**src/rtl/cbe_pkg.sv**
```systemverilog
// ----------------------------------------------------------------------------
// cbe_pkg
// Shared constants and types of the cubic Bezier easing block.
// ----------------------------------------------------------------------------
package cbe_pkg;

  localparam int FRAC_BITS = 16;
  localparam int XW        = FRAC_BITS + 1;          // Q1.F unsigned
  localparam int YW        = FRAC_BITS + 3;          // Q.F signed control y
  localparam int W         = FRAC_BITS + 10;         // signed datapath width
  localparam int QW        = FRAC_BITS + 2;          // Newton quotient width
  localparam int NUMW      = 2 * FRAC_BITS + 3;      // dividend width
  localparam int TDW       = ((XW + 7) / 8) * 8;     // stream data width
  localparam int CFG_IW    = 3;
  localparam int CFG_DW    = YW;

  localparam logic [XW-1:0] ONE_X = XW'(1) << FRAC_BITS;
  localparam logic [QW-1:0] TWO_Q = QW'(2) << FRAC_BITS;

  localparam logic [CFG_IW-1:0] REG_CTRL1_X = CFG_IW'(0);
  localparam logic [CFG_IW-1:0] REG_CTRL1_Y = CFG_IW'(1);
  localparam logic [CFG_IW-1:0] REG_CTRL2_X = CFG_IW'(2);
  localparam logic [CFG_IW-1:0] REG_CTRL2_Y = CFG_IW'(3);

  typedef enum logic [3:0] {
    ST_IDLE, ST_C0, ST_C1, ST_C2, ST_C3, ST_D0, ST_D1, ST_D2, ST_DIV, ST_OUT
  } cbe_state_e;

  typedef enum logic [1:0] {
    MD_NEWTON, MD_BISECT, MD_FINAL
  } cbe_mode_e;

endpackage

```
**src/rtl/cbe_mul.sv**
```systemverilog
// ----------------------------------------------------------------------------
// cbe_mul
// Shared fractional multiplier: v * s / ONE, sign-magnitude, rounded half
// away from zero, result registered.
// ----------------------------------------------------------------------------
module cbe_mul (
  input  logic                            clk_i,
  input  logic signed [cbe_pkg::W-1:0]    v_i,
  input  logic        [cbe_pkg::XW-1:0]   s_i,
  output logic signed [cbe_pkg::W-1:0]    p_o
);

  localparam int PW = cbe_pkg::W + cbe_pkg::XW;

  logic [cbe_pkg::W-1:0] mag;
  logic [PW-1:0]         prod;
  logic [PW-1:0]         rnd;
  logic [cbe_pkg::W-1:0] res;
  logic signed [cbe_pkg::W-1:0] p_d, p_q;

  always_comb begin
    mag  = v_i[cbe_pkg::W-1] ? cbe_pkg::W'(-v_i) : cbe_pkg::W'(v_i);
    prod = PW'(mag) * PW'(s_i);
    rnd  = (prod + (PW'(1) << (cbe_pkg::FRAC_BITS - 1))) >> cbe_pkg::FRAC_BITS;
    res  = rnd[cbe_pkg::W-1:0];
    p_d  = v_i[cbe_pkg::W-1] ? -signed'(res) : signed'(res);
  end

  always_ff @(posedge clk_i) begin
    p_q <= p_d;
  end

  assign p_o = p_q;

endmodule

```
**src/rtl/cbe_div.sv**
```systemverilog
// ----------------------------------------------------------------------------
// cbe_div
// Restoring divider for the Newton quotient, one bit a cycle, saturated to
// two.
// ----------------------------------------------------------------------------
module cbe_div (
  input  logic                           clk_i,
  input  logic                           rst_ni,
  input  logic                           start_i,
  input  logic [cbe_pkg::NUMW-1:0]       num_i,
  input  logic [cbe_pkg::W-1:0]          den_i,
  output logic                           done_o,
  output logic [cbe_pkg::QW-1:0]         quot_o
);

  localparam int CW = $clog2(cbe_pkg::QW + 1);

  logic                      busy_q, busy_d, done_q, done_d;
  logic [CW-1:0]             cnt_q, cnt_d;
  logic [cbe_pkg::W-1:0]     rem_q, rem_d, den_q, den_d;
  logic [cbe_pkg::QW-1:0]    nlo_q, nlo_d, qacc_q, qacc_d;
  logic [cbe_pkg::W:0]       trial;
  logic [cbe_pkg::W:0]       diff;

  always_comb begin
    busy_d = busy_q;
    done_d = 1'b0;
    cnt_d  = cnt_q;
    rem_d  = rem_q;
    den_d  = den_q;
    nlo_d  = nlo_q;
    qacc_d = qacc_q;
    trial  = {rem_q, nlo_q[cbe_pkg::QW-1]};
    diff   = trial - {1'b0, den_q};
    if (start_i) begin
      den_d = den_i;
      if (cbe_pkg::W'(num_i[cbe_pkg::NUMW-1:cbe_pkg::QW]) >= den_i) begin
        // quotient far above two: saturate at once
        qacc_d = cbe_pkg::TWO_Q;
        done_d = 1'b1;
      end else begin
        rem_d  = cbe_pkg::W'(num_i[cbe_pkg::NUMW-1:cbe_pkg::QW]);
        nlo_d  = num_i[cbe_pkg::QW-1:0];
        qacc_d = '0;
        cnt_d  = CW'(cbe_pkg::QW);
        busy_d = 1'b1;
      end
    end else if (busy_q) begin
      if (!diff[cbe_pkg::W]) begin
        rem_d  = diff[cbe_pkg::W-1:0];
        qacc_d = {qacc_q[cbe_pkg::QW-2:0], 1'b1};
      end else begin
        rem_d  = trial[cbe_pkg::W-1:0];
        qacc_d = {qacc_q[cbe_pkg::QW-2:0], 1'b0};
      end
      nlo_d = nlo_q << 1;
      cnt_d = cnt_q - CW'(1);
      if (cnt_q == CW'(1)) begin
        busy_d = 1'b0;
        done_d = 1'b1;
      end
    end
  end

  always_ff @(posedge clk_i or negedge rst_ni) begin
    if (!rst_ni) begin
      busy_q <= 1'b0;
      done_q <= 1'b0;
      cnt_q  <= '0;
    end else begin
      busy_q <= busy_d;
      done_q <= done_d;
      cnt_q  <= cnt_d;
    end
  end

  always_ff @(posedge clk_i) begin
    rem_q  <= rem_d;
    den_q  <= den_d;
    nlo_q  <= nlo_d;
    qacc_q <= qacc_d;
  end

  assign done_o = done_q;
  assign quot_o = (qacc_q > cbe_pkg::TWO_Q) ? cbe_pkg::TWO_Q : qacc_q;

endmodule

```
**src/rtl/cubic_bezier_easing.sv**
```systemverilog
// ----------------------------------------------------------------------------
// cubic_bezier_easing
// Cubic Bezier easing curve: solves x(s) = t by Newton steps with bisection
// fallback and returns y(s) clamped to [0,1].
// ----------------------------------------------------------------------------
//
//  Channel  Direction  Handshake                     Payload
//  s_axis   in         s_axis_tvalid_i/tready_o      progress t, Q1.16
//  m_axis   out        m_axis_tvalid_o/tready_i      eased_value, Q1.16
//  cfg      in         cfg_valid_i/cfg_ready_o       cfg_index_i, cfg_data_i
//
//  One item at a time; ready is high only while idle with no result pending.
//  The default curve passes t straight to the output register. Otherwise each
//  Newton step evaluates x(s) and then its slope on the shared multiplier and
//  divides on the bit-serial divider; each bisection step and the final y
//  evaluation use the cubic states only. A stalled result holds in the output
//  register.
//  Reset is asynchronous, active low, and restores the linear curve.
//
module cubic_bezier_easing #(
  parameter int NEWTON_STEPS = 4,
  parameter int BISECT_STEPS = 20
) (
  input  logic                          clk_i,
  input  logic                          rst_ni,
  input  logic                          s_axis_tvalid_i,
  output logic                          s_axis_tready_o,
  input  logic [cbe_pkg::TDW-1:0]       s_axis_tdata_i,   // [16:0] progress
  output logic                          m_axis_tvalid_o,
  input  logic                          m_axis_tready_i,
  output logic [cbe_pkg::TDW-1:0]       m_axis_tdata_o,   // [16:0] eased_value
  input  logic                          cfg_valid_i,
  output logic                          cfg_ready_o,
  input  logic [cbe_pkg::CFG_IW-1:0]    cfg_index_i,
  input  logic [cbe_pkg::CFG_DW-1:0]    cfg_data_i
);

  localparam int F   = cbe_pkg::FRAC_BITS;
  localparam int W   = cbe_pkg::W;
  localparam int XW  = cbe_pkg::XW;
  localparam int YW  = cbe_pkg::YW;
  localparam int NCW = (NEWTON_STEPS > 0) ? $clog2(NEWTON_STEPS + 1) : 1;
  localparam int BCW = $clog2(BISECT_STEPS + 1);
  localparam int SW  = F + 4;

  // configuration registers
  logic        [XW-1:0] c1x_q, c2x_q;
  logic signed [YW-1:0] c1y_q, c2y_q;
  logic        [XW-1:0] cfg_x;

  // sequencer state
  cbe_pkg::cbe_state_e state_q, state_d;
  cbe_pkg::cbe_mode_e  mode_q, mode_d;
  logic [NCW-1:0]      ncnt_q, ncnt_d;
  logic [BCW-1:0]      bcnt_q, bcnt_d;
  logic [XW-1:0]       t_q, t_d, s_q, s_d, lo_q, lo_d, hi_q, hi_d;
  logic signed [W-1:0] r_q, r_d;
  logic                d_neg_q, d_neg_d;
  logic                out_valid_q, out_valid_d;
  logic [XW-1:0]       out_q, out_d;

  // coefficients
  logic signed [W-1:0] ax, bx, cx, ay, by, cy, ca, cb, cc;
  logic signed [W-1:0] mul_v, p, t_s, r, d, absr, absd;
  logic [XW-1:0]       t_in, lo_n, hi_n, mid;
  logic [F+2:0]        mr;
  logic [cbe_pkg::NUMW-1:0] num;
  logic                div_start, div_done;
  logic [cbe_pkg::QW-1:0] quot;
  logic signed [SW-1:0] s_step;
  logic                 is_default;

  assign cfg_ready_o = 1'b1;
  assign cfg_x = (cfg_data_i[XW-1:0] > cbe_pkg::ONE_X) ? cbe_pkg::ONE_X
                                                        : cfg_data_i[XW-1:0];

  always_ff @(posedge clk_i or negedge rst_ni) begin
    if (!rst_ni) begin
      c1x_q <= '0;
      c1y_q <= '0;
      c2x_q <= cbe_pkg::ONE_X;
      c2y_q <= YW'(cbe_pkg::ONE_X);
    end else if (cfg_valid_i) begin
      case (cfg_index_i)
        cbe_pkg::REG_CTRL1_X: c1x_q <= cfg_x;
        cbe_pkg::REG_CTRL1_Y: c1y_q <= signed'(cfg_data_i);
        cbe_pkg::REG_CTRL2_X: c2x_q <= cfg_x;
        cbe_pkg::REG_CTRL2_Y: c2y_q <= signed'(cfg_data_i);
        default: ;
      endcase
    end
  end

  // polynomial coefficients; the user must keep them stable while an item is at work, the block does not enforce it
  always_comb begin
    cx = W'(3) * signed'(W'(c1x_q));
    bx = W'(3) * (signed'(W'(c2x_q)) - signed'(W'(c1x_q))) - cx;
    ax = signed'(W'(cbe_pkg::ONE_X)) - cx - bx;
    cy = W'(3) * W'(c1y_q);
    by = W'(3) * (W'(c2y_q) - W'(c1y_q)) - cy;
    ay = signed'(W'(cbe_pkg::ONE_X)) - cy - by;
  end

  assign is_default = (c1x_q == '0) && (c1y_q == '0) && (c2x_q == cbe_pkg::ONE_X)
                   && (c2y_q == YW'(cbe_pkg::ONE_X));

  cbe_mul u_mul (
    .clk_i (clk_i),
    .v_i   (mul_v),
    .s_i   (s_q),
    .p_o   (p)
  );

  cbe_div u_div (
    .clk_i   (clk_i),
    .rst_ni  (rst_ni),
    .start_i (div_start),
    .num_i   (num),
    .den_i   (absd),
    .done_o  (div_done),
    .quot_o  (quot)
  );

  always_comb begin
    t_in = (s_axis_tdata_i[XW-1:0] > cbe_pkg::ONE_X) ? cbe_pkg::ONE_X
                                                     : s_axis_tdata_i[XW-1:0];
    ca = (mode_q == cbe_pkg::MD_FINAL) ? ay : ax;
    cb = (mode_q == cbe_pkg::MD_FINAL) ? by : bx;
    cc = (mode_q == cbe_pkg::MD_FINAL) ? cy : cx;
    t_s  = signed'(W'(t_q));
    r    = p - t_s;
    d    = p + cx;
    absr = r_q[W-1] ? -r_q : r_q;
    absd = d[W-1] ? -d : d;
    mr   = (absr > signed'(W'(4) << F)) ? ((F+3)'(4) << F) : absr[F+2:0];
    num  = (cbe_pkg::NUMW'(mr) << F) + cbe_pkg::NUMW'(absd >> 1);
    // bisection bounds from the current evaluation
    lo_n = (t_s > p) ? s_q : lo_q;
    hi_n = (t_s > p) ? hi_q : s_q;
    mid  = lo_n + ((hi_n - lo_n) >> 1);
    // Newton update: s plus or minus the quotient, clamped later to [0,1]
    if ((r_q[W-1]) != d_neg_q)
      s_step = signed'(SW'(s_q)) + signed'(SW'(quot));
    else
      s_step = signed'(SW'(s_q)) - signed'(SW'(quot));
  end

  // sequencer: next state and datapath control
  always_comb begin
    state_d     = state_q;
    mode_d      = mode_q;
    ncnt_d      = ncnt_q;
    bcnt_d      = bcnt_q;
    t_d         = t_q;
    s_d         = s_q;
    lo_d        = lo_q;
    hi_d        = hi_q;
    r_d         = r_q;
    d_neg_d     = d_neg_q;
    out_valid_d = out_valid_q;
    out_d       = out_q;
    mul_v       = '0;
    div_start   = 1'b0;
    s_axis_tready_o = (state_q == cbe_pkg::ST_IDLE) && !out_valid_q;

    case (state_q)
      cbe_pkg::ST_IDLE: begin
        if (s_axis_tvalid_i && s_axis_tready_o) begin
          t_d    = t_in;
          s_d    = t_in;
          ncnt_d = '0;
          bcnt_d = '0;
          lo_d   = '0;
          hi_d   = cbe_pkg::ONE_X;
          if (is_default) begin
            out_d       = t_in;
            out_valid_d = 1'b1;
          end else begin
            mode_d  = (NEWTON_STEPS > 0) ? cbe_pkg::MD_NEWTON : cbe_pkg::MD_BISECT;
            state_d = cbe_pkg::ST_C0;
          end
        end
      end
      // cubic: ((a*s + b)*s + c)*s
      cbe_pkg::ST_C0: begin
        mul_v   = ca;
        state_d = cbe_pkg::ST_C1;
      end
      cbe_pkg::ST_C1: begin
        mul_v   = p + cb;
        state_d = cbe_pkg::ST_C2;
      end
      cbe_pkg::ST_C2: begin
        mul_v   = p + cc;
        state_d = cbe_pkg::ST_C3;
      end
      cbe_pkg::ST_C3: begin
        case (mode_q)
          cbe_pkg::MD_NEWTON: begin
            r_d = r;
            if (r == '0) begin
              mode_d  = cbe_pkg::MD_FINAL;
              state_d = cbe_pkg::ST_C0;
            end else begin
              state_d = cbe_pkg::ST_D0;
            end
          end
          cbe_pkg::MD_BISECT: begin
            if (r == '0) begin
              mode_d  = cbe_pkg::MD_FINAL;
              state_d = cbe_pkg::ST_C0;
            end else begin
              lo_d   = lo_n;
              hi_d   = hi_n;
              s_d    = mid;
              bcnt_d = bcnt_q + BCW'(1);
              if ((bcnt_q == BCW'(BISECT_STEPS - 1)) || !(lo_n < hi_n))
                mode_d = cbe_pkg::MD_FINAL;
              state_d = cbe_pkg::ST_C0;
            end
          end
          default: begin
            // final y: clamp to [0,1] and hold for the output side
            if (p[W-1])
              out_d = '0;
            else if (p > signed'(W'(cbe_pkg::ONE_X)))
              out_d = cbe_pkg::ONE_X;
            else
              out_d = p[XW-1:0];
            out_valid_d = 1'b1;
            state_d     = cbe_pkg::ST_OUT;
          end
        endcase
      end
      // slope: (3a*s + 2b)*s + c
      cbe_pkg::ST_D0: begin
        mul_v   = W'(3) * ax;
        state_d = cbe_pkg::ST_D1;
      end
      cbe_pkg::ST_D1: begin
        mul_v   = p + (bx <<< 1);
        state_d = cbe_pkg::ST_D2;
      end
      cbe_pkg::ST_D2: begin
        if (d == '0) begin
          mode_d  = cbe_pkg::MD_FINAL;
          state_d = cbe_pkg::ST_C0;
        end else begin
          // hold the slope sign for the update after the divide
          d_neg_d   = d[W-1];
          div_start = 1'b1;
          state_d   = cbe_pkg::ST_DIV;
        end
      end
      cbe_pkg::ST_DIV: begin
        if (div_done) begin
          if (s_step < 0)
            s_d = '0;
          else if (s_step > signed'(SW'(cbe_pkg::ONE_X)))
            s_d = cbe_pkg::ONE_X;
          else
            s_d = s_step[XW-1:0];
          ncnt_d = ncnt_q + NCW'(1);
          if (ncnt_q == NCW'(NEWTON_STEPS - 1)) begin
            s_d    = t_q;
            mode_d = cbe_pkg::MD_BISECT;
          end
          state_d = cbe_pkg::ST_C0;
        end
      end
      cbe_pkg::ST_OUT: begin
        if (!out_valid_q)
          state_d = cbe_pkg::ST_IDLE;
      end
      default: state_d = cbe_pkg::ST_IDLE;
    endcase

    if (out_valid_q && m_axis_tready_i)
      out_valid_d = 1'b0;
  end

  always_ff @(posedge clk_i or negedge rst_ni) begin
    if (!rst_ni) begin
      state_q     <= cbe_pkg::ST_IDLE;
      mode_q      <= cbe_pkg::MD_NEWTON;
      ncnt_q      <= '0;
      bcnt_q      <= '0;
      out_valid_q <= 1'b0;
    end else begin
      state_q     <= state_d;
      mode_q      <= mode_d;
      ncnt_q      <= ncnt_d;
      bcnt_q      <= bcnt_d;
      out_valid_q <= out_valid_d;
    end
  end

  always_ff @(posedge clk_i) begin
    t_q     <= t_d;
    s_q     <= s_d;
    lo_q    <= lo_d;
    hi_q    <= hi_d;
    r_q     <= r_d;
    d_neg_q <= d_neg_d;
    out_q   <= out_d;
  end

  assign m_axis_tvalid_o = out_valid_q;
  assign m_axis_tdata_o  = cbe_pkg::TDW'(out_q);

endmodule
```
**config.mk**
```make
export PLATFORM = sky130hd
export DESIGN_NAME = cubic_bezier_easing
export DESIGN_NICKNAME = d
export VERILOG_FILES = /design/src/rtl/cbe_pkg.sv /design/src/rtl/cbe_mul.sv /design/src/rtl/cbe_div.sv /design/src/rtl/cubic_bezier_easing.sv
export SDC_FILE = /design/constraint.sdc
export NUM_CORES = 2
export LEC_CHECK = 0
export BUFFER_PORTS_ARGS = -buffer_cell sky130_fd_sc_hd__clkbuf_2
export CORE_MARGIN = 5
export CORE_UTILIZATION = 50
export DETAILED_ROUTE_END_ITERATION = 8
export PLACE_DENSITY_LB_ADDON = 0.12
export SLEW_MARGIN = 5
export SYNTH_ARGS = -nofsm -noshare
export SYNTH_HDL_FRONTEND = slang
export SYNTH_HIERARCHICAL = 1
export SYNTH_SLANG_ARGS = --single-unit
```
**constraint.sdc**
```tcl
create_clock -name clk_i -period 16.7 [get_ports clk_i]
set_input_delay 2.505 -clock clk_i [delete_from_list [all_inputs] [get_ports clk_i]]
set_output_delay 2.505 -clock clk_i [all_outputs]
set_load 0.02 [all_outputs]
```
==> impl_metrics.ini <==
[sta]
setup_ws_ns = 0.826
fin_crit_sh = 0.951
slew_violations = 0
maxSlewHeadroom = 0.244
finClkSkew_ns = 0.0373
finalHoldViolCount = 0
setup_viol_count_final = 0
fin_crit_ns = 15.87
worst-slew-pin-transition_ns = 1.13
fmax_ghz = 0.0630
setup_tns_ns = 0

[setup_path]
worstPathRequired_ns = 17.20
path_max_fanout = 8
cp_num_buf_inv = 7
critical-path-top-delay-family = adder cells
crit_top_cell = fa_1
max_stage_delay_ns = 0.55
worst_setup_path_end_kind = flop
worstPathArrival_ns = 16.37
start_kind = flop
worst_path_max_delay_cell = fa_1
worstSetupPathType = flop to flop

[synth]
synth.yosys.seq_area_share = 0.169
netlist_instances = 6160
synth_top_area_frac = 0.158
synth_area_um2 = 52400
ys.flop_type = edfxtp_1
synth_cell_types = 139
yosysWarnings = 6
synth-edff-count = 200
synth-seq-cells = 320
syn_area_per_cell_um2 = 8.51
yosys.area.top_type = fa_1
synthTopCellsByArea = fa_1 (16%), ha_1 (15%), edfxtp_1 (11%), inv_1 (5.4%), xnor2_1 (4.7%)
async_flop_share = 0.294

[global_route]
grt_max_degree = 57
grt.total_usage = 0.265
antenna_found_initial = 6
first_global_vias = 43200
grt_pass1_wl_um = 238000
grt_overflow = 0

[final_layout]
fin_nets = 7345
area_growth_pct = 8.52
drive_gt1_frac = 0.0865
stdcell_area_um2 = 56900
stdcell_count = 7647

[placement]
dpl_cell_area_um2 = 55000
dp_slack_ns = -0.135
gp_congestion = 0.946
dpl.hpwl_um = 121000
dp_cells = 7561
io_buffers = 62

[cts]
ctsLongestPathBuffers = 3
holdBufCountCts = 0
clk_pin_slew_ns = 0.06
cts_tree = yes
clockRootBuffer = clkbuf_16
clk_latency_ns = 0.62
cts_made_buffers = 41
htreeDepth = 2
cts_sinks = 320

[drt]
routed_via_density = 5.80
antenna_left = 0
routed_wl_um = 152000
drcViolationCount = 0
num_vias = 44300
drt_pass1_iterations = 8
initialDrtViolationCount = 3189
avgRoutedWirePerCell_um = 19.9

[floorplanning]
die_area_um2 = 111000
ioPinCount = 78
num_rows = 118
die_x_um = 334
die_y_um = 334
start_util = 0.505
fp.coreArea_um2 = 104000

[min_path]
hold_path_class = flop to flop

[run_status]
run_status = finished clean

[flow_run]
maxCapViolCount = 0
[cell families after synthesis]
group	synth area share
other	0.000143
adders and majority gates	0.312
buffers and inverters	0.0717
AOI/OAI and AO/OA	0.169
xor gates and xnor gates	0.0720
and+or+nand+nor	0.182
muxes	0.0229
DFF	0.169
[registers in the layout, summed over array words and instances (netlist names), 18 cells and up]
signal        cells
c1y_q            19
c2y_q            19
r_q              26
u_div/den_q      26
u_div/nlo_q      18
u_div/qacc_q     18
u_div/rem_q      26
u_mul/p_o        26
[cell usage after synthesis (11+ instances only)]
library cell / n
nand2_1: 585
a21boi_0: 28
clkbuf_1: 174
o21bai_1: 46
o2111ai_1: 12
buf_2: 11
fa_1: 413
nand3_1: 96
a31oi_1: 55
nor3_1: 123
nand4_1: 56
o21ai_0: 331
o22ai_1: 24
a211oi_1: 42
and2_1: 280
a211o_1: 20
o211ai_1: 29
o31ai_1: 32
and3_1: 34
a22o_1: 18
nor4_1: 36
dfxtp_1: 26
dfrtp_1: 92
edfxtp_1: 200
mux2_2: 63
a222oi_1: 12
o41ai_1: 15
a21o_1: 98
or3_1: 38
o21a_1: 49
xnor2_1: 280
o21ai_1: 13
or2_2: 17
ha_1: 648
xor2_1: 149
a21oi_1: 352
mux2i_1: 40
o31a_1: 12
nand2b_1: 66
nor2_1: 394
nor2b_1: 102
a22oi_1: 14
nand3b_1: 14
inv_1: 760
[layout make-up]
type | count | area, µm²
fill | 9676 | 46900
multi-input combinational | 4875 | 40300
sequential | 320 | 8880
inverter | 761 | 2860
tap | 1380 | 1730
timing repair buffer | 234 | 1690
clock buffer | 55 | 1120
clock inverter | 19 | 279
antenna | 3 | 7.51
[placed cells by master, fill, tap and decap left out, types with 90 or more instances in the layout]
| cell | count |
|---|---|
| a21o_1 | 98 |
| a21oi_1 | 343 |
| and2_1 | 279 |
| buf_4 | 164 |
| dfrtp_1 | 90 |
| edfxtp_1 | 200 |
| fa_1 | 413 |
| ha_1 | 642 |
| inv_1 | 759 |
| nand2_1 | 580 |
| nand3_1 | 96 |
| nor2_1 | 393 |
| nor2b_1 | 101 |
| nor3_1 | 119 |
| o21ai_0 | 317 |
| xnor2_1 | 270 |
| xor2_1 | 146 |
[worst reg2reg max path: cells and delay by family, from the launching register on]
family / cells / cell delay [ns]
muxes: 1 / 0.27
buffers and inverters: 7 / 0.61
and+or+nand+nor: 13 / 3.00
AOI/OAI and AO/OA: 21 / 4.46
DFF: 1 / 0.46
adders and majority gates: 15 / 5.95
xor gates and xnor gates: 6 / 1.03
[routing by layer]
metal,vias up,track usage,part of all wire
li1,21300,-,-
met1,21700,0.364,0.45
met2,1116,0.445,0.47
met3,236,0.0334,0.054
met4,0,0.0732,0.029
met5,-,0,0
[worst paths after layout]
kind,to,slack (ns),start,cells past startpoint
worst max-delay path,u_mul/p_o[25],0.83,c1x_q[1],63
worst min-delay path,ncnt_q[0],0.51,ncnt_q[0],1
worst min register to register,ncnt_q[0],0.51,ncnt_q[0],1
max in group asynchronous,c1x_q[1],13.54,rst_ni,2
worst max register to register,u_mul/p_o[25],0.83,c1x_q[1],63
min in group asynchronous,c2y_q[12],1.91,rst_ni,1
[through the flow]
step / hold slack [ns] / util
global placement: 0.489 / 0.530
floorplan: 0.465 / -
global route: 0.543 / 0.548
finish: 0.514 / 0.548
CTS: 0.514 / 0.544
detailed placement: 0.501 / 0.530
[repair_timing]
action / CTS / global route
gates resized for setup: 5 / 93
endpoints found under the setup margin: 11 / 24
pin swaps: 1 / 12
buffers inserted: 1 / 8
Power is not shown: default switching activity piles up to over one toggle a cycle in this logic, so the estimate is an artifact.
